## config.mk

```make
export PLATFORM = sky130hd
export DESIGN_NAME = c_subset_lexer
export DESIGN_NICKNAME = d
export VERILOG_FILES = /design/src/hw/rtl/csl_pkg.sv /design/src/hw/rtl/csl_fifo.sv /design/src/hw/rtl/csl_front.sv /design/src/hw/rtl/csl_back.sv /design/src/hw/rtl/c_subset_lexer.sv
export SDC_FILE = /design/constraint.sdc
export NUM_CORES = 1
export LEC_CHECK = 0
export ABC_AREA = 1
export BUFFER_PORTS_ARGS = -buffer_cell sky130_fd_sc_hd__buf_2
export CAP_MARGIN = 0
export CORE_MARGIN = 8
export CORE_UTILIZATION = 55
export CTS_BUF_LIST = sky130_fd_sc_hd__clkbuf_4 sky130_fd_sc_hd__clkbuf_8
export CTS_CLUSTER_SIZE = 16
export DETAILED_ROUTE_END_ITERATION = 8
export PLACE_DENSITY = 0.76
export SLEW_MARGIN = 0
export SYNTH_ARGS = -nofsm -noshare
export SYNTH_HDL_FRONTEND = slang
export SYNTH_SLANG_ARGS = --single-unit
```

## constraint.sdc

```tcl
create_clock -name clk -period 6.35 [get_ports clk]
set_clock_uncertainty 0.1 [all_clocks]
set_input_delay 0.9525 -clock clk [delete_from_list [all_inputs] [get_ports clk]]
set_output_delay 0.9525 -clock clk [all_outputs]
set_load 0.005 [all_outputs]
```

## src/hw/rtl/csl_pkg.sv

```systemverilog
// Shared types and constants for the c_subset_lexer block.
// No dependencies; imported by every module of the block but csl_fifo.
`default_nettype none

package csl_pkg;

    localparam int POS_BITS_DEFAULT = 16;
    localparam int PREFIX_DEPTH     = 6;
    localparam int KW_COUNT         = 5;
    localparam int MID_DEPTH        = 2;
    localparam int OUT_DEPTH        = 2;

    localparam logic [62:0] NUM_MAX = '1;
    localparam logic [15:0] LEN_MAX = '1;

    localparam logic [7:0] CH_EQ    = 8'h3D;
    localparam logic [7:0] CH_BANG  = 8'h21;
    localparam logic [7:0] CH_LT    = 8'h3C;
    localparam logic [7:0] CH_GT    = 8'h3E;
    localparam logic [7:0] CH_UNDER = 8'h5F;

    typedef enum logic [2:0] {
        KIND_NUMBER = 3'd0,
        KIND_PUNCT  = 3'd1,
        KIND_KEYWORD = 3'd2,
        KIND_IDENT  = 3'd3,
        KIND_EOF    = 3'd4,
        KIND_ERROR  = 3'd5
    } kind_t;

    typedef enum logic [2:0] {
        KW_RETURN = 3'd0,
        KW_IF     = 3'd1,
        KW_ELSE   = 3'd2,
        KW_WHILE  = 3'd3,
        KW_FOR    = 3'd4
    } kw_t;

    // Keyword spellings, byte i of keyword k at [k][i]; unused tail is zero.
    localparam logic [7:0] KW_CHARS [KW_COUNT][PREFIX_DEPTH] = '{
        '{"r", "e", "t", "u", "r", "n"},
        '{"i", "f", 8'h00, 8'h00, 8'h00, 8'h00},
        '{"e", "l", "s", "e", 8'h00, 8'h00},
        '{"w", "h", "i", "l", "e", 8'h00},
        '{"f", "o", "r", 8'h00, 8'h00, 8'h00}
    };
    localparam logic [2:0] KW_LEN [KW_COUNT] = '{3'd6, 3'd2, 3'd4, 3'd5, 3'd3};

    typedef struct packed {
        logic [7:0] text_byte;
        logic       end_of_text;
    } item_t;

    typedef struct packed {
        logic [2:0]  token_kind;
        logic [15:0] token_column;
        logic [15:0] token_length;
        logic [62:0] number_value;
        logic [7:0]  punct_first;
        logic [7:0]  punct_second;
        logic [2:0]  keyword_index;
        logic        last_of_run;
    } tok_t;

    // Classified byte handed from front to back.
    typedef struct packed {
        logic [7:0] byte_val;
        logic       eot;
        logic       is_space;
        logic       is_digit;
        logic       is_alpha;
        logic       is_name_more;
        logic       is_oper;
        logic       is_punct;
        logic       is_eq;
    } cls_t;

endpackage

`default_nettype wire

```

## src/hw/rtl/csl_fifo.sv

```systemverilog
// Small flip-flop queue, power-of-two depth, used for the mid and result queues.
// No dependencies.
`default_nettype none

module csl_fifo #(
    parameter int WIDTH = 8,
    parameter int DEPTH = 2
) (
    input  wire logic             clk,
    input  wire logic             rst_n,
    input  wire logic             push,
    input  wire logic [WIDTH-1:0] wdata,
    output logic                  full,
    input  wire logic             pop,
    output logic [WIDTH-1:0]      rdata,
    output logic                  empty
);

    localparam int PTR_BITS = (DEPTH > 1) ? $clog2(DEPTH) : 1;
    localparam int CNT_BITS = $clog2(DEPTH + 1);
    localparam logic [CNT_BITS-1:0] CNT_FULL = CNT_BITS'(DEPTH);

    logic [DEPTH-1:0][WIDTH-1:0] mem_reg;
    logic [PTR_BITS-1:0] wr_ptr_reg, rd_ptr_reg;
    logic [CNT_BITS-1:0] count_reg;
    logic do_push, do_pop;

    assign full    = (count_reg == CNT_FULL);
    assign empty   = (count_reg == '0);
    assign do_push = push && !full;
    assign do_pop  = pop && !empty;
    assign rdata   = mem_reg[rd_ptr_reg];

    always_ff @(posedge clk or negedge rst_n)
    begin
        if (!rst_n)
        begin
            wr_ptr_reg <= '0;
            rd_ptr_reg <= '0;
            count_reg  <= '0;
        end
        else
        begin
            if (do_push)
                wr_ptr_reg <= wr_ptr_reg + 1'b1;
            if (do_pop)
                rd_ptr_reg <= rd_ptr_reg + 1'b1;
            if (do_push && !do_pop)
                count_reg <= count_reg + 1'b1;
            else if (do_pop && !do_push)
                count_reg <= count_reg - 1'b1;
        end
    end

    always_ff @(posedge clk)
    begin
        if (do_push)
            mem_reg[wr_ptr_reg] <= wdata;
    end

endmodule

`default_nettype wire

```

## src/hw/rtl/csl_front.sv

```systemverilog
// Front stage: accepts source bytes and classifies them.
// Depends on csl_pkg.
`default_nettype none

module csl_front (
    input  wire logic           push,
    input  wire csl_pkg::item_t item,
    output logic                full,
    input  wire logic           mid_full,
    output logic                mid_push,
    output csl_pkg::cls_t       mid_data
);
    import csl_pkg::*;

    logic [7:0] b;
    logic digit, alpha;

    assign b     = item.text_byte;
    assign digit = (b >= 8'h30) && (b <= 8'h39);
    assign alpha = ((b >= 8'h61) && (b <= 8'h7A)) || ((b >= 8'h41) && (b <= 8'h5A));

    assign full     = mid_full;
    assign mid_push = push;

    always_comb
    begin
        mid_data              = '0;
        mid_data.byte_val     = b;
        mid_data.eot          = item.end_of_text;
        mid_data.is_space     = (b == 8'h20) || ((b >= 8'h09) && (b <= 8'h0D));
        mid_data.is_digit     = digit;
        mid_data.is_alpha     = alpha;
        mid_data.is_name_more = alpha || digit || (b == CH_UNDER);
        mid_data.is_oper      = (b == CH_EQ) || (b == CH_BANG) || (b == CH_LT)
                                || (b == CH_GT);
        mid_data.is_punct     = ((b >= 8'h21) && (b <= 8'h2F)) || ((b >= 8'h3A) && (b <= 8'h40))
                                || ((b >= 8'h5B) && (b <= 8'h60))
                                || ((b >= 8'h7B) && (b <= 8'h7E));
        mid_data.is_eq        = (b == CH_EQ);
    end

endmodule

`default_nettype wire

```

## src/hw/rtl/csl_back.sv

```systemverilog
// Back stage: lexer state machine, builds up to two tokens per byte.
// Depends on csl_pkg.
`default_nettype none

module csl_back #(
    parameter int POSITION_BITS = csl_pkg::POS_BITS_DEFAULT
) (
    input  wire logic          clk,
    input  wire logic          rst_n,
    input  wire logic          in_valid,
    input  wire csl_pkg::cls_t in_data,
    output logic               in_pop,
    output logic               out_push,
    output csl_pkg::tok_t      out_data,
    input  wire logic          out_full
);
    import csl_pkg::*;

    typedef enum logic [2:0] {
        MODE_IDLE,
        MODE_NUMBER,
        MODE_NAME,
        MODE_OPER,
        MODE_ERROR
    } mode_t;

    mode_t mode_reg, mode_next;
    logic [POSITION_BITS-1:0] pos_reg, pos_next;
    logic [POSITION_BITS-1:0] tstart_reg, tstart_next;
    logic [POSITION_BITS-1:0] last_reg, last_next;
    logic [15:0] len_reg, len_next;
    logic [62:0] acc_reg, acc_next;
    logic [7:0]  pend_reg, pend_next;
    logic        phase_reg;
    logic [PREFIX_DEPTH-1:0][7:0] prefix_reg;

    logic        prefix_we;
    logic [2:0]  prefix_idx;
    logic [66:0] acc_x10;
    logic        kw_hit, kw_try;
    logic [2:0]  kw_idx;
    logic        has_pending, fl_valid, mn_valid, two, any_res;
    tok_t        fl_tok, mn_tok, first_tok, second_tok;
    logic [15:0] len_inc;

    assign len_inc = (len_reg == LEN_MAX) ? len_reg : len_reg + 16'd1;
    assign acc_x10 = ({4'b0, acc_reg} << 3) + ({4'b0, acc_reg} << 1)
                     + 67'(in_data.byte_val[3:0]);

    // Keyword lookup on the stored name prefix
    always_comb
    begin
        kw_hit = 1'b0;
        kw_idx = '0;
        kw_try = 1'b0;
        for (int k = 0; k < KW_COUNT; k++)
        begin
            kw_try = (len_reg == 16'(KW_LEN[k]));
            for (int i = 0; i < PREFIX_DEPTH; i++)
            begin
                if ((3'(i) < KW_LEN[k]) && (prefix_reg[i] != KW_CHARS[k][i]))
                    kw_try = 1'b0;
            end
            if (kw_try && !kw_hit)
            begin
                kw_hit = 1'b1;
                kw_idx = 3'(k);
            end
        end
    end

    // Token that a flush of the pending state produces
    always_comb
    begin
        fl_tok              = '0;
        fl_tok.token_column = 16'(tstart_reg);
        has_pending         = 1'b0;
        unique case (mode_reg)
            MODE_NUMBER:
            begin
                has_pending         = 1'b1;
                fl_tok.token_kind   = KIND_NUMBER;
                fl_tok.token_length = len_reg;
                fl_tok.number_value = acc_reg;
            end
            MODE_NAME:
            begin
                has_pending          = 1'b1;
                fl_tok.token_kind    = kw_hit ? KIND_KEYWORD : KIND_IDENT;
                fl_tok.token_length  = len_reg;
                fl_tok.keyword_index = kw_hit ? kw_idx : 3'(KW_RETURN);
            end
            MODE_OPER:
            begin
                has_pending         = 1'b1;
                fl_tok.token_kind   = KIND_PUNCT;
                fl_tok.token_length = 16'd1;
                fl_tok.punct_first  = pend_reg;
            end
            MODE_IDLE, MODE_ERROR:
                fl_tok = '0;
            default:
                fl_tok = '0;
        endcase
    end

    // Next state and the result of this byte
    always_comb
    begin
        mode_next   = mode_reg;
        pos_next    = pos_reg;
        tstart_next = tstart_reg;
        last_next   = last_reg;
        len_next    = len_reg;
        acc_next    = acc_reg;
        pend_next   = pend_reg;
        prefix_we   = 1'b0;
        prefix_idx  = len_reg[2:0];
        fl_valid    = 1'b0;
        mn_valid    = 1'b0;
        mn_tok      = '0;

        if (in_data.eot)
        begin
            fl_valid            = has_pending;
            mn_valid            = 1'b1;
            mn_tok.token_kind   = KIND_EOF;
            mn_tok.token_column = 16'(last_reg);
            mode_next           = MODE_IDLE;
            pos_next            = '0;
            tstart_next         = '0;
            last_next           = '0;
            len_next            = '0;
            acc_next            = '0;
            pend_next           = '0;
        end
        else if (mode_reg != MODE_ERROR)
        begin
            pos_next = pos_reg + 1'b1;
            if ((mode_reg == MODE_NUMBER) && in_data.is_digit)
            begin
                acc_next = (|acc_x10[66:63]) ? NUM_MAX : acc_x10[62:0];
                len_next = len_inc;
            end
            else if ((mode_reg == MODE_NAME) && in_data.is_name_more)
            begin
                prefix_we = (len_reg < 16'(PREFIX_DEPTH));
                len_next  = len_inc;
            end
            else if ((mode_reg == MODE_OPER) && in_data.is_eq)
            begin
                mn_valid            = 1'b1;
                mn_tok.token_kind   = KIND_PUNCT;
                mn_tok.token_column = 16'(tstart_reg);
                mn_tok.token_length = 16'd2;
                mn_tok.punct_first  = pend_reg;
                mn_tok.punct_second = CH_EQ;
                mode_next           = MODE_IDLE;
            end
            else
            begin
                fl_valid  = has_pending;
                mode_next = MODE_IDLE;
                if (!in_data.is_space)
                begin
                    tstart_next = pos_reg;
                    last_next   = pos_reg;
                    priority if (in_data.is_digit)
                    begin
                        mode_next = MODE_NUMBER;
                        acc_next  = 63'(in_data.byte_val[3:0]);
                        len_next  = 16'd1;
                    end
                    else if (in_data.is_oper)
                    begin
                        mode_next = MODE_OPER;
                        pend_next = in_data.byte_val;
                    end
                    else if (in_data.is_punct)
                    begin
                        mn_valid            = 1'b1;
                        mn_tok.token_kind   = KIND_PUNCT;
                        mn_tok.token_column = 16'(pos_reg);
                        mn_tok.token_length = 16'd1;
                        mn_tok.punct_first  = in_data.byte_val;
                    end
                    else if (in_data.is_alpha)
                    begin
                        mode_next  = MODE_NAME;
                        prefix_we  = 1'b1;
                        prefix_idx = '0;
                        len_next   = 16'd1;
                    end
                    else
                    begin
                        mn_valid            = 1'b1;
                        mn_tok.token_kind   = KIND_ERROR;
                        mn_tok.token_column = 16'(pos_reg);
                        mn_tok.punct_first  = in_data.byte_val;
                        mode_next           = MODE_ERROR;
                    end
                end
            end
        end
    end

    // Two results leave one after the other; state commits with the last one.
    assign two     = fl_valid && mn_valid;
    assign any_res = fl_valid || mn_valid;

    always_comb
    begin
        first_tok              = fl_valid ? fl_tok : mn_tok;
        first_tok.last_of_run  = !two;
        second_tok             = mn_tok;
        second_tok.last_of_run = 1'b1;
    end

    assign out_data = (two && phase_reg) ? second_tok : first_tok;
    assign out_push = in_valid && any_res && !out_full;
    assign in_pop   = in_valid && (!any_res || (!out_full && (!two || phase_reg)));

    always_ff @(posedge clk or negedge rst_n)
    begin
        if (!rst_n)
        begin
            mode_reg   <= MODE_IDLE;
            pos_reg    <= '0;
            tstart_reg <= '0;
            last_reg   <= '0;
            len_reg    <= '0;
            acc_reg    <= '0;
            pend_reg   <= '0;
            phase_reg  <= 1'b0;
        end
        else
        begin
            if (in_valid && two && !out_full)
                phase_reg <= !phase_reg;
            if (in_pop)
            begin
                mode_reg   <= mode_next;
                pos_reg    <= pos_next;
                tstart_reg <= tstart_next;
                last_reg   <= last_next;
                len_reg    <= len_next;
                acc_reg    <= acc_next;
                pend_reg   <= pend_next;
            end
        end
    end

    // Name prefix holds data only; no reset
    always_ff @(posedge clk)
    begin
        if (in_pop && prefix_we)
            prefix_reg[prefix_idx] <= in_data.byte_val;
    end

endmodule

`default_nettype wire

```

## src/hw/rtl/c_subset_lexer.sv

```systemverilog
// A byte accepted into the middle queue has its tokens registered in the
// result queue. Throughput: one byte per cycle while the result queue has
// room; a byte that both ends a token and makes one (or an end marker after
// a pending token) holds the back stage while it writes both tokens in turn.
// Reset: rst_n asynchronous, active low; clears both queues and the lexer
// state at once, no clearing pass. Name prefix bytes are not reset.
`default_nettype none

module c_subset_lexer #(
    parameter int POSITION_BITS = csl_pkg::POS_BITS_DEFAULT
) (
    input  wire logic           clk,
    input  wire logic           rst_n,
    input  wire logic           push,
    input  wire csl_pkg::item_t item,
    output logic                full,
    output logic                empty,
    input  wire logic           pop,
    output csl_pkg::tok_t       result
);
    import csl_pkg::*;

    // Front side: accept and classify, then queue the classified byte.
    logic mid_full, mid_push, mid_empty, mid_pop;
    cls_t mid_wdata, mid_rdata;

    // Back side: lexer state machine feeding the result queue.
    logic out_full, out_push;
    tok_t out_wdata;

    csl_front u_front (
        .push     (push),
        .item     (item),
        .full     (full),
        .mid_full (mid_full),
        .mid_push (mid_push),
        .mid_data (mid_wdata)
    );

    // Short queue that lets the front keep taking bytes while the back
    // is still writing out the two tokens of a byte.
    csl_fifo #(
        .WIDTH ($bits(cls_t)),
        .DEPTH (MID_DEPTH)
    ) u_mid_fifo (
        .clk   (clk),
        .rst_n (rst_n),
        .push  (mid_push),
        .wdata (mid_wdata),
        .full  (mid_full),
        .pop   (mid_pop),
        .rdata (mid_rdata),
        .empty (mid_empty)
    );

    csl_back #(
        .POSITION_BITS (POSITION_BITS)
    ) u_back (
        .clk      (clk),
        .rst_n    (rst_n),
        .in_valid (!mid_empty),
        .in_data  (mid_rdata),
        .in_pop   (mid_pop),
        .out_push (out_push),
        .out_data (out_wdata),
        .out_full (out_full)
    );

    // Result queue: registered tokens, oldest on the result ports.
    csl_fifo #(
        .WIDTH ($bits(tok_t)),
        .DEPTH (OUT_DEPTH)
    ) u_out_fifo (
        .clk   (clk),
        .rst_n (rst_n),
        .push  (out_push),
        .wdata (out_wdata),
        .full  (out_full),
        .pop   (pop),
        .rdata (result),
        .empty (empty)
    );

endmodule

`default_nettype wire

```

==> qor.yml, run 1 <==
synth_top_family_by_area: "simple AND/OR/NAND/NOR gates"
chipHeight_um: 229
postCtsSetupRepairBufs: 0
powerDensity_nw_per_um2: 400
largest_net_degree_at_the_start_of_global_routing: 81
peakVddDrop_mv: 0.435
via_count_of_the_first_global_routing_pass: 20432
synth_top_area_frac: 0.363
rows: 78
finalCritPeriodShare: 0.795
numCtsBuffers: 70
floorplan.initialDensity: 0.554
die_width_um: 229
cts_h_tree_depth: 3
cp-start-kind: "flop"
critical-path-slowest-cell: "sky130_fd_sc_hd__dfrtp_1"
static-leakage-power_nw: 14.0
yosysWarnings: 0
final_core_util: 0.612
core_region_area_um2: 45100
outcome: "finished clean"
maxSlewViolCount: 0
synth_compound_gate_area_share: 0.0712
synth_adder_area_share: 0.0677
grt_first_pass_wirelength_um: 108000
critPathMaxStageDelay_ns: 0.85
detailroute.via_count: 20818
relSlewSlack: 0.211
drt_wl_total_um: 67200
cts_hold_buf: 0
gpl.final_weighted_congestion: 0.977
hold-worst-slack_ns: 0.261
finalHoldViolations: 0
dr_wl_cell_um: 17.6
yosys_register_bits: 433
first_pass_iteration_count_of_the_detailed_router: 7
syn_to_final_growth_pct: 10.4
hold_class: "input pin to async pin"
cts_resized: 0
syn_inst: 3041
synth.area.top_cells: "sky130_fd_sc_hd__edfxtp_1 36%, sky130_fd_sc_hd__nand2_1 16%, sky130_fd_sc_hd__dfrtp_1 13%"
post_synth_mux_area_share: 0.00280
timing.critical_path.fanout_max: 59
worst-slew-pin-transition_ns: 1.18
yosys.area_share.simple: 0.260
grt_overflow: 0
path_clk_slew_ns: 0.06
number_of_flip_flops_under_the_largest_register_name: 222
grtUsageTotal: 0.252
ant_nets: 0
floorplan.die_area_um2: 52500
worst_skew_pair.late_latency_ns: 0.65
final_layout_size_suffix_gt1_frac: 0.0953
setup_cp_type: "flop to flop"
cp_top_family: "simple AND/OR/NAND/NOR gates"
clock_tree_root: "sky130_fd_sc_hd__clkbuf_8"
path_cells: "mux2i_1 -> inv_1 -> fa_1 -> fa_1 -> nand2_1 -> nor2_1 -> nand2_1 -> nand3_1 -> nand2_1 -> nand2_1 -> nand2_1 -> nand2_1 -> nand2_1 -> nand2_1 -> nand2_1 -> nand2_1 -> nor2_2 -> nand2_2 -> o21ai_0 -> nand2_1"
first_iter_violations: 1752
synth_edf_count: 302
max-cap-violations: 0
worstPathRequired_ns: 6.72
layout.cells.most_common_list: "1076 x sky130_fd_sc_hd__nand2_1, 391 x sky130_fd_sc_hd__inv_1, 302 x sky130_fd_sc_hd__edfxtp_1, 203 x sky130_fd_sc_hd__nor2_1, 161 x sky130_fd_sc_hd__nand3_1"
synth_cell_type_count: 56
grt_antenna_before_repair: 1
period_needed_ns: 5.05
yosysTopAreaCell: "sky130_fd_sc_hd__edfxtp_1"
synth-async-reset-ratio: 0.303
rsz0062_at_grt: "false"
worst_path_most_repeated_cell: "sky130_fd_sc_hd__nand2_1"
yosys.area_share.xor_xnor: 0.0245
setup-tns-final_ns: 0
layout.cells.most_common: "sky130_fd_sc_hd__nand2_1"
cts_max_path_buffers: 3
critPathBufInv: 1
setup_violations: 0
place.detailed.hpwl_um: 50000
viasPerCell: 5.45
drc_errors: 0
netlist_area_um2: 25000
cts_tree: "done"
worstPathArrival_ns: 5.42
finalNetCount: 3313
timing.critical_path.to_type: "flop"
synth-main-ff-cell: "sky130_fd_sc_hd__edfxtp_1"
tritoncts_num_sinks: 433
io_pins: 133
ys_seq_area_frac: 0.494
fmax_ghz: 0.198
io_buffers: 129
synth_area_per_cell_um2: 8.22
worst paths after layout:
path / endpoint / slack (ns) / depth (start not counted) / from
hold reg to reg: u_back.tstart_reg[13] / 0.39 / 2 / u_back.tstart_reg[13]
hold / removal: u_back.tstart_reg[3] / 0.26 / 1 / rst_n
setup reg to reg: u_back.acc_reg[29] / 1.30 / 20 / u_mid_fifo.rd_ptr_reg
setup / recovery: u_back.acc_reg[29] / 1.30 / 20 / u_mid_fifo.rd_ptr_reg
max in group asynchronous: u_out_fifo.rd_ptr_reg / 4.45 / 2 / rst_n
min in group clk: u_back.tstart_reg[13] / 0.39 / 2 / u_back.tstart_reg[13]
power breakdown:
part           internal (mW)  switching [mW]
registers               4.11           0.339
clock network           1.41            1.11
logic                   1.15            2.93
metal layers:
layer,track usage,part of all wire
met5,0,0
met4,0.0873,0.028
met3,0.0370,0.056
met2,0.423,0.49
met1,0.331,0.43
cell usage after synthesis (12+ instances only):
| master | n |
|---|---|
| sky130_fd_sc_hd__nand2_1 | 1076 |
| sky130_fd_sc_hd__inv_1 | 392 |
| sky130_fd_sc_hd__edfxtp_1 | 302 |
| sky130_fd_sc_hd__nor2_1 | 206 |
| sky130_fd_sc_hd__nand3_1 | 161 |
| sky130_fd_sc_hd__ha_1 | 132 |
| sky130_fd_sc_hd__dfrtp_1 | 131 |
| sky130_fd_sc_hd__o21ai_0 | 110 |
| sky130_fd_sc_hd__a21oi_1 | 103 |
| sky130_fd_sc_hd__xor2_1 | 57 |
| sky130_fd_sc_hd__nor3_1 | 49 |
| sky130_fd_sc_hd__clkbuf_1 | 43 |
| sky130_fd_sc_hd__o21ai_1 | 34 |
| sky130_fd_sc_hd__nand4_1 | 26 |
| sky130_fd_sc_hd__buf_2 | 23 |
| sky130_fd_sc_hd__nor4_1 | 18 |
| sky130_fd_sc_hd__o21bai_1 | 17 |
| sky130_fd_sc_hd__o22ai_1 | 17 |
| sky130_fd_sc_hd__xnor2_1 | 13 |
| sky130_fd_sc_hd__buf_4 | 12 |
stage by stage:
stage	worst slack, ns	total power, mW	cell area, um^2	instances
detailed placement	1.32	8.60	26100	3694
CTS	1.29	11.1	27600	3822
global route	0.914	11.7	27600	3823
global placement	1.51	8.50	26100	3694
finish	1.30	11.0	27600	3823
floorplan	1.47	7.15	25000	3043
kinds of logic (layout without fill, tap and decap cells):
family / Yosys count / in the layout
simple gates: 1579 / 1579
buf+inv: 496 / 675
flops: 433 / 433
mux: 7 / 7
fa+ha+maj: 134 / 134
xor+xnor: 70 / 70
other cells: 1 / 4
compound gates: 321 / 321
layout make-up:
| type | count | area (um^2) |
|---|---|---|
| Clock buffer | 99 | 1220 |
| Fill cell | 3983 | 17500 |
| Inverter | 403 | 1520 |
| Antenna cell | 1 | 2.50 |
| Sequential cell | 433 | 12400 |
| Multi-Input combinational cell | 2114 | 10700 |
| Clock inverter | 29 | 245 |
| Timing Repair Buffer | 144 | 790 |
| Tap cell | 600 | 751 |
(Power assumes the default switching activity.)
==> inputs of run 2 (changes only) <==
--- a/config.mk
+++ b/config.mk
@@ -5,7 +5,7 @@
 export SDC_FILE = /design/constraint.sdc
 export NUM_CORES = 1
 export LEC_CHECK = 0
-export ABC_AREA = 1
+export ABC_AREA = 0
 export BUFFER_PORTS_ARGS = -buffer_cell sky130_fd_sc_hd__buf_2
 export CAP_MARGIN = 0
 export CORE_MARGIN = 8
@@ -13,7 +13,7 @@
 export CTS_BUF_LIST = sky130_fd_sc_hd__clkbuf_4 sky130_fd_sc_hd__clkbuf_8
 export CTS_CLUSTER_SIZE = 16
 export DETAILED_ROUTE_END_ITERATION = 8
-export PLACE_DENSITY = 0.76
+export PLACE_DENSITY = 0.73
 export SLEW_MARGIN = 0
 export SYNTH_ARGS = -nofsm -noshare
 export SYNTH_HDL_FRONTEND = slang
==> constraint.sdc (replaced) <==
create_clock -name clk -period 4.9 [get_ports clk]
set_clock_uncertainty 0.1 [all_clocks]
set_input_delay 0.735 -clock clk [delete_from_list [all_inputs] [get_ports clk]]
set_output_delay 0.735 -clock clk [all_outputs]
set_load 0.005 [all_outputs]
==> qor.yml, run 2 <==
outcome: "finished clean"
critPathMaxStageDelay_ns: 0.67
chipHeight_um: 222
synth.area.top_cells: "sky130_fd_sc_hd__edfxtp_1 39%, sky130_fd_sc_hd__dfrtp_1 14%, sky130_fd_sc_hd__ha_1 7.1%"
peakVddDrop_mv: 0.361
worst-slew-pin-transition_ns: 1.00
io_pins: 133
finalHoldViolations: 0
fmax_ghz: 0.221
first_iter_violations: 1462
die_width_um: 222
finish.cell_count_without_fillers: 2811
syn_inst: 2078
synth_cell_type_count: 84
cp_top_family: "compound AO/OA/AOI/OAI gates"
worstPathArrival_ns: 4.95
powerDensity_nw_per_um2: 520
via_count_of_the_first_global_routing_pass: 17350
hold_class: "input pin to async pin"
yosysMostFrequentCell: "sky130_fd_sc_hd__edfxtp_1"
viasPerCell: 6.17
drt_wl_total_um: 58200
floorplan.die_area_um2: 49300
setup_violations: 0
cp-start-kind: "flop"
grt_overflow: 0
max-cap-violations: 0
yosysTopAreaCell: "sky130_fd_sc_hd__edfxtp_1"
synth-async-reset-ratio: 0.303
detailedPlace.worstSlack_ns: 0.162
ant_nets: 0
gpl.final_weighted_congestion: 0.942
worstPathRequired_ns: 5.32
path_clk_slew_ns: 0.06
rsz0062_at_grt: "false"
place.detailed.hpwl_um: 40900
detailroute.via_count: 17345
yosys_register_bits: 433
layout.cells.most_common: "sky130_fd_sc_hd__edfxtp_1"
drc_errors: 0
relSlewSlack: 0.333
grt_first_pass_wirelength_um: 92900
largest_net_degree_at_the_start_of_global_routing: 98
post-layout-total-power_mw: 13.7
syn_to_final_growth_pct: 12.7
synth_top_area_frac: 0.388
final_core_util: 0.627
grt_antenna_before_repair: 0
finalCritPeriodShare: 0.925
netlist_area_um2: 23300
static-leakage-power_nw: 11.0
setup_cp_type: "flop to flop"
place_inst: 2672
tritoncts_num_sinks: 433
layout.cells.most_common_list: "302 x sky130_fd_sc_hd__edfxtp_1, 178 x sky130_fd_sc_hd__nand2_1, 132 x sky130_fd_sc_hd__ha_1, 130 x sky130_fd_sc_hd__dfrtp_1, 128 x sky130_fd_sc_hd__buf_2"
synthTopCellsByCount: "302 x sky130_fd_sc_hd__edfxtp_1, 178 x sky130_fd_sc_hd__nand2_1, 132 x sky130_fd_sc_hd__ha_1, 131 x sky130_fd_sc_hd__dfrtp_1, 127 x sky130_fd_sc_hd__o21ai_0"
worst_skew_pair.late_latency_ns: 0.63
cts_max_path_buffers: 3
grtUsageTotal: 0.231
number_of_flip_flops_under_the_largest_register_name: 222
core_region_area_um2: 41900
setup-tns-final_ns: 0
numCtsBuffers: 74
cts_h_tree_depth: 3
critical-path-slowest-cell: "sky130_fd_sc_hd__o21bai_2"
path_cells: "mux2i_1 -> inv_1 -> fa_1 -> ha_1 -> o211ai_1 -> nor3_1 -> o21a_1 -> o31a_1 -> nor4_4 -> o21a_1 -> o21bai_2 -> buf_4 -> o31ai_1 -> a221oi_2"
cts_resized: 0
final_layout_size_suffix_gt1_frac: 0.199
timing.critical_path.fanout_max: 25
worst_path_most_repeated_cell: "sky130_fd_sc_hd__o21a_1"
dr_wl_cell_um: 20.7
timing.final.ws_setup_ns: 0.368
ys_seq_area_frac: 0.529
diodes: 0
yosysWarnings: 0
synth-main-ff-cell: "sky130_fd_sc_hd__edfxtp_1"
finalNetCount: 2357
critPathBufInv: 2
postCtsSetupRepairBufs: 0
clock_tree_root: "sky130_fd_sc_hd__clkbuf_8"
period_needed_ns: 4.53
io_buffers: 129
synth_area_per_cell_um2: 11.2
timing.critical_path.to_type: "flop"
first_pass_iteration_count_of_the_detailed_router: 7
synth_edf_count: 302
rows: 75
floorplan.initialDensity: 0.557
maxSlewViolCount: 0
cts_hold_buf: 0
cts_tree: "done"
run 2: cell types whose count changed in the layout (fill, tap and decap cells not counted), moves of 20 or more:
cell,change
sky130_fd_sc_hd__a21o_1,+45
sky130_fd_sc_hd__nand2_1,-898
sky130_fd_sc_hd__xor2_1,-26
sky130_fd_sc_hd__xnor2_1,+30
sky130_fd_sc_hd__mux2_2,+118
sky130_fd_sc_hd__buf_4,+20
sky130_fd_sc_hd__nand3_1,-91
sky130_fd_sc_hd__o21ai_1,-25
sky130_fd_sc_hd__a22o_1,+23
sky130_fd_sc_hd__inv_1,-332
sky130_fd_sc_hd__nor4_1,+32
sky130_fd_sc_hd__nor2_1,-94
sky130_fd_sc_hd__and2_1,+83
run 2: final cells by class:
cell class	count	area [um^2]
Fill cell	3327	15600
Sequential cell	433	12400
Multi-Input combinational cell	1473	10400
Clock buffer	105	1330
Timing Repair Buffer	169	1040
Tap cell	539	674
Clock inverter	33	339
Inverter	59	221
run 2: routing by layer:
| metal | track usage | up-vias | wire length [um] |
|---|---|---|---|
| li1 | - | 8091 | - |
| met1 | 0.288 | 8549 | 24100 |
| met2 | 0.395 | 558 | 29000 |
| met3 | 0.0426 | 147 | 3020 |
| met4 | 0.0911 | 0 | 2070 |
| met5 | 0 | - | 0 |
run 2: kinds of logic after synthesis:
group | synth area share
simple gates | 0.148
mux | 0.0626
xor+xnor | 0.0278
compound gates | 0.128
fa+ha+maj | 0.0729
other cells | 0.000161
flops | 0.529
buf+inv | 0.0311
run 2: metrics by stage:
| stage | hold WS [ns] | cell area, um^2 |
|---|---|---|
| 2_1_floorplan | 0.339 | 23400 |
| 3_5_place_dp | 0.374 | 24600 |
| 6_report | 0.120 | 26300 |
| 5_1_grt | 0.183 | 26300 |
| 3_3_place_gp | 0.370 | 24600 |
| 4_1_cts | 0.148 | 26300 |
run 2: final timing paths:
| kind | startpoint | to | slack (ns) | depth (start not counted) |
|---|---|---|---|---|
| setup / recovery | u_mid_fifo.rd_ptr_reg | u_back.acc_reg[0] | 0.37 | 14 |
| hold / removal | rst_n | u_back.tstart_reg[15] | 0.12 | 1 |
| setup reg to reg | u_mid_fifo.rd_ptr_reg | u_back.acc_reg[0] | 0.37 | 14 |
| hold reg to reg | u_back.pend_reg[3] | u_back.pend_reg[3] | 0.39 | 1 |
| max in group asynchronous | rst_n | u_back.pend_reg[4] | 3.46 | 2 |
| min in group clk | item[0] | u_mid_fifo.mem_reg[23] | 0.24 | 1 |
run 2: power breakdown:
part | switching, mW | internal, mW
registers | 0.426 | 5.21
logic | 2.71 | 1.75
clock network | 1.51 | 2.09
==> inputs of run 3 (changes only) <==
==> constraint.sdc (replaced) <==
create_clock -name clk -period 4.9 [get_ports clk]
set_clock_uncertainty 0.1 [all_clocks]
set_input_delay 0.245 -clock clk [delete_from_list [all_inputs] [get_ports clk]]
set_output_delay 0.245 -clock clk [all_outputs]
set_load 0.005 [all_outputs]
==> qor.yml, run 3 (same netlist as run 2, synthesis figures left out) <==
powerDensity_nw_per_um2: 510
final_layout_size_suffix_gt1_frac: 0.197
floorplan.initialDensity: 0.557
r2r_setup_slack_ns: 0.31
sequentialPowerShare: 0.417
postCtsSetupRepairBufs: 0
fmax_ghz: 0.218
setup-tns-final_ns: 0
gpl.final_weighted_congestion: 0.951
via_count_of_the_first_global_routing_pass: 17657
rows: 75
drt_wl_total_um: 58600
setup_cp_type: "flop to flop"
power.internal_mw: 8.82
ant_nets: 0
syn_to_final_growth_pct: 12.6
tritoncts_num_sinks: 433
layout.filler_cells: 3302
number_of_flip_flops_under_the_largest_register_name: 222
grt_first_pass_wirelength_um: 94100
switch_share: 0.343
grt_antenna_before_repair: 1
timing.critical_path.to_type: "flop"
combinationalPowerShare: 0.333
peakVddDrop_mv: 0.414
io_buffers: 129
relSlewSlack: 0.350
numCtsBuffers: 74
multiInputGateArea_um2: 10300
setup_violations: 0
clock_tree_root: "sky130_fd_sc_hd__clkbuf_8"
dr_wl_cell_um: 20.8
largest_net_degree_at_the_start_of_global_routing: 93
worst-slew-pin-transition_ns: 0.975
finalNetCount: 2369
outcome: "finished clean"
finalCritPeriodShare: 0.937
final_core_util: 0.627
layout.cells.most_common: "sky130_fd_sc_hd__edfxtp_1"
drc_errors: 0
max-cap-violations: 0
detailroute.via_count: 17416
first_pass_iteration_count_of_the_detailed_router: 6
regArea_um2: 12400
die_width_um: 222
floorplan.die_area_um2: 49300
maxSlewViolCount: 0
io_pins: 133
cp-start-kind: "flop"
timing.critical_path.fanout_max: 23
grt_overflow: 0
worstPathArrival_ns: 4.98
first_iter_violations: 1431
chipHeight_um: 222
path_clk_slew_ns: 0.06
hold_class: "input pin to async pin"
switching_power_mw: 4.60
viasPerCell: 6.17
cts_max_path_buffers: 3
static-leakage-power_nw: 11.0
period_needed_ns: 4.59
place.detailed.hpwl_um: 41100
finalHoldViolations: 0
layout.cells.most_common_list: "302 x sky130_fd_sc_hd__edfxtp_1, 178 x sky130_fd_sc_hd__nand2_1, 132 x sky130_fd_sc_hd__ha_1, 130 x sky130_fd_sc_hd__dfrtp_1, 128 x sky130_fd_sc_hd__buf_2"
power_frac_clock: 0.250
core_region_area_um2: 41900
worst_skew_pair.late_latency_ns: 0.63
worstPathRequired_ns: 5.29
cts_tree: "done"
cts_h_tree_depth: 3
grtUsageTotal: 0.233
[run 3: changes by cell type in the layout (fill, tap and decap cells not counted), sizes merged]
cell         before  now
clkbuf          105  108
diode             0    1
inv              62   60
bufinv            6    2
clkinvlp          1    2
clkinv           23   22
dlygate4sd3       0   12
[run 3: per-stage QoR]
step           power [mW]  area [um^2]  setup slack (ns)  hold slack [ns]  cells
6_report             13.4        26300             0.309            0.183   2821
5_1_grt              14.2        26300          -0.00487            0.230   2821
4_1_cts              13.6        26300             0.199            0.220   2819
3_5_place_dp         10.2        24600             0.254            0.318   2672
3_3_place_gp         10.1        24600             0.316            0.302   2672
2_1_floorplan        8.38        23400            -0.377           -0.151   2080
[run 3: final timing paths]
check,end,from,depth (start not counted)
setup / recovery,u_back.acc_reg[22],u_mid_fifo.rd_ptr_reg,14
setup reg to reg,u_back.acc_reg[22],u_mid_fifo.rd_ptr_reg,14
min in group clk,u_mid_fifo.mem_reg[23],item[0],2
max in group asynchronous,u_out_fifo.rd_ptr_reg,rst_n,3
hold reg to reg,u_back.pend_reg[7],u_back.pend_reg[7],1
hold / removal,u_back.pos_reg[15],rst_n,2
[run 3: critical path: stages (launching register included)]
cell	delay, ns
sky130_fd_sc_hd__dfrtp_1	0.36
sky130_fd_sc_hd__mux2i_1	0.24
sky130_fd_sc_hd__inv_1	0.20
sky130_fd_sc_hd__fa_1	0.57
sky130_fd_sc_hd__ha_1	0.34
sky130_fd_sc_hd__a211oi_1	0.29
sky130_fd_sc_hd__nor3_1	0.13
sky130_fd_sc_hd__o21a_1	0.22
sky130_fd_sc_hd__o31a_1	0.37
sky130_fd_sc_hd__nor4_4	0.33
sky130_fd_sc_hd__o21a_1	0.21
sky130_fd_sc_hd__o21bai_2	0.30
sky130_fd_sc_hd__buf_4	0.34
sky130_fd_sc_hd__a2111oi_0	0.35
sky130_fd_sc_hd__o21ai_1	0.09
[run 3: power by group through the flow]
stage / Combinational, mW / Clock, mW / Sequential [mW]
floorplan: 2.82 / 0 / 5.56
global placement: 4.44 / 0 / 5.61
detailed placement: 4.53 / 0 / 5.67
CTS: 4.56 / 3.44 / 5.61
global route: 4.89 / 3.60 / 5.70
finish: 4.47 / 3.36 / 5.60
[run 3: layer usage]
metal	GRT usage	vias up	part of all wire
met5	0	-	0
met4	0.0962	0	0.033
met3	0.0381	148	0.057
met2	0.398	597	0.50
met1	0.291	8560	0.41
li1	-	8111	-
[run 3: timing repair]
| item | in CTS | in global routing |
|---|---|---|
| gates resized for setup | 0 | 4 |
| setup endpoints to repair | 0 | 29 |
| hold buffers | 12 | 0 |
| hold endpoints to repair | 117 | 0 |
[run 3: layout make-up]
class / instances / area share
Tap cell: 539 / 0.0256
Clock buffer: 108 / 0.0511
Antenna cell: 1 / 0.0000952
Sequential cell: 433 / 0.470
Inverter: 59 / 0.00842
Multi-Input combinational cell: 1473 / 0.393
Clock inverter: 27 / 0.00757
Timing Repair Buffer: 181 / 0.0441
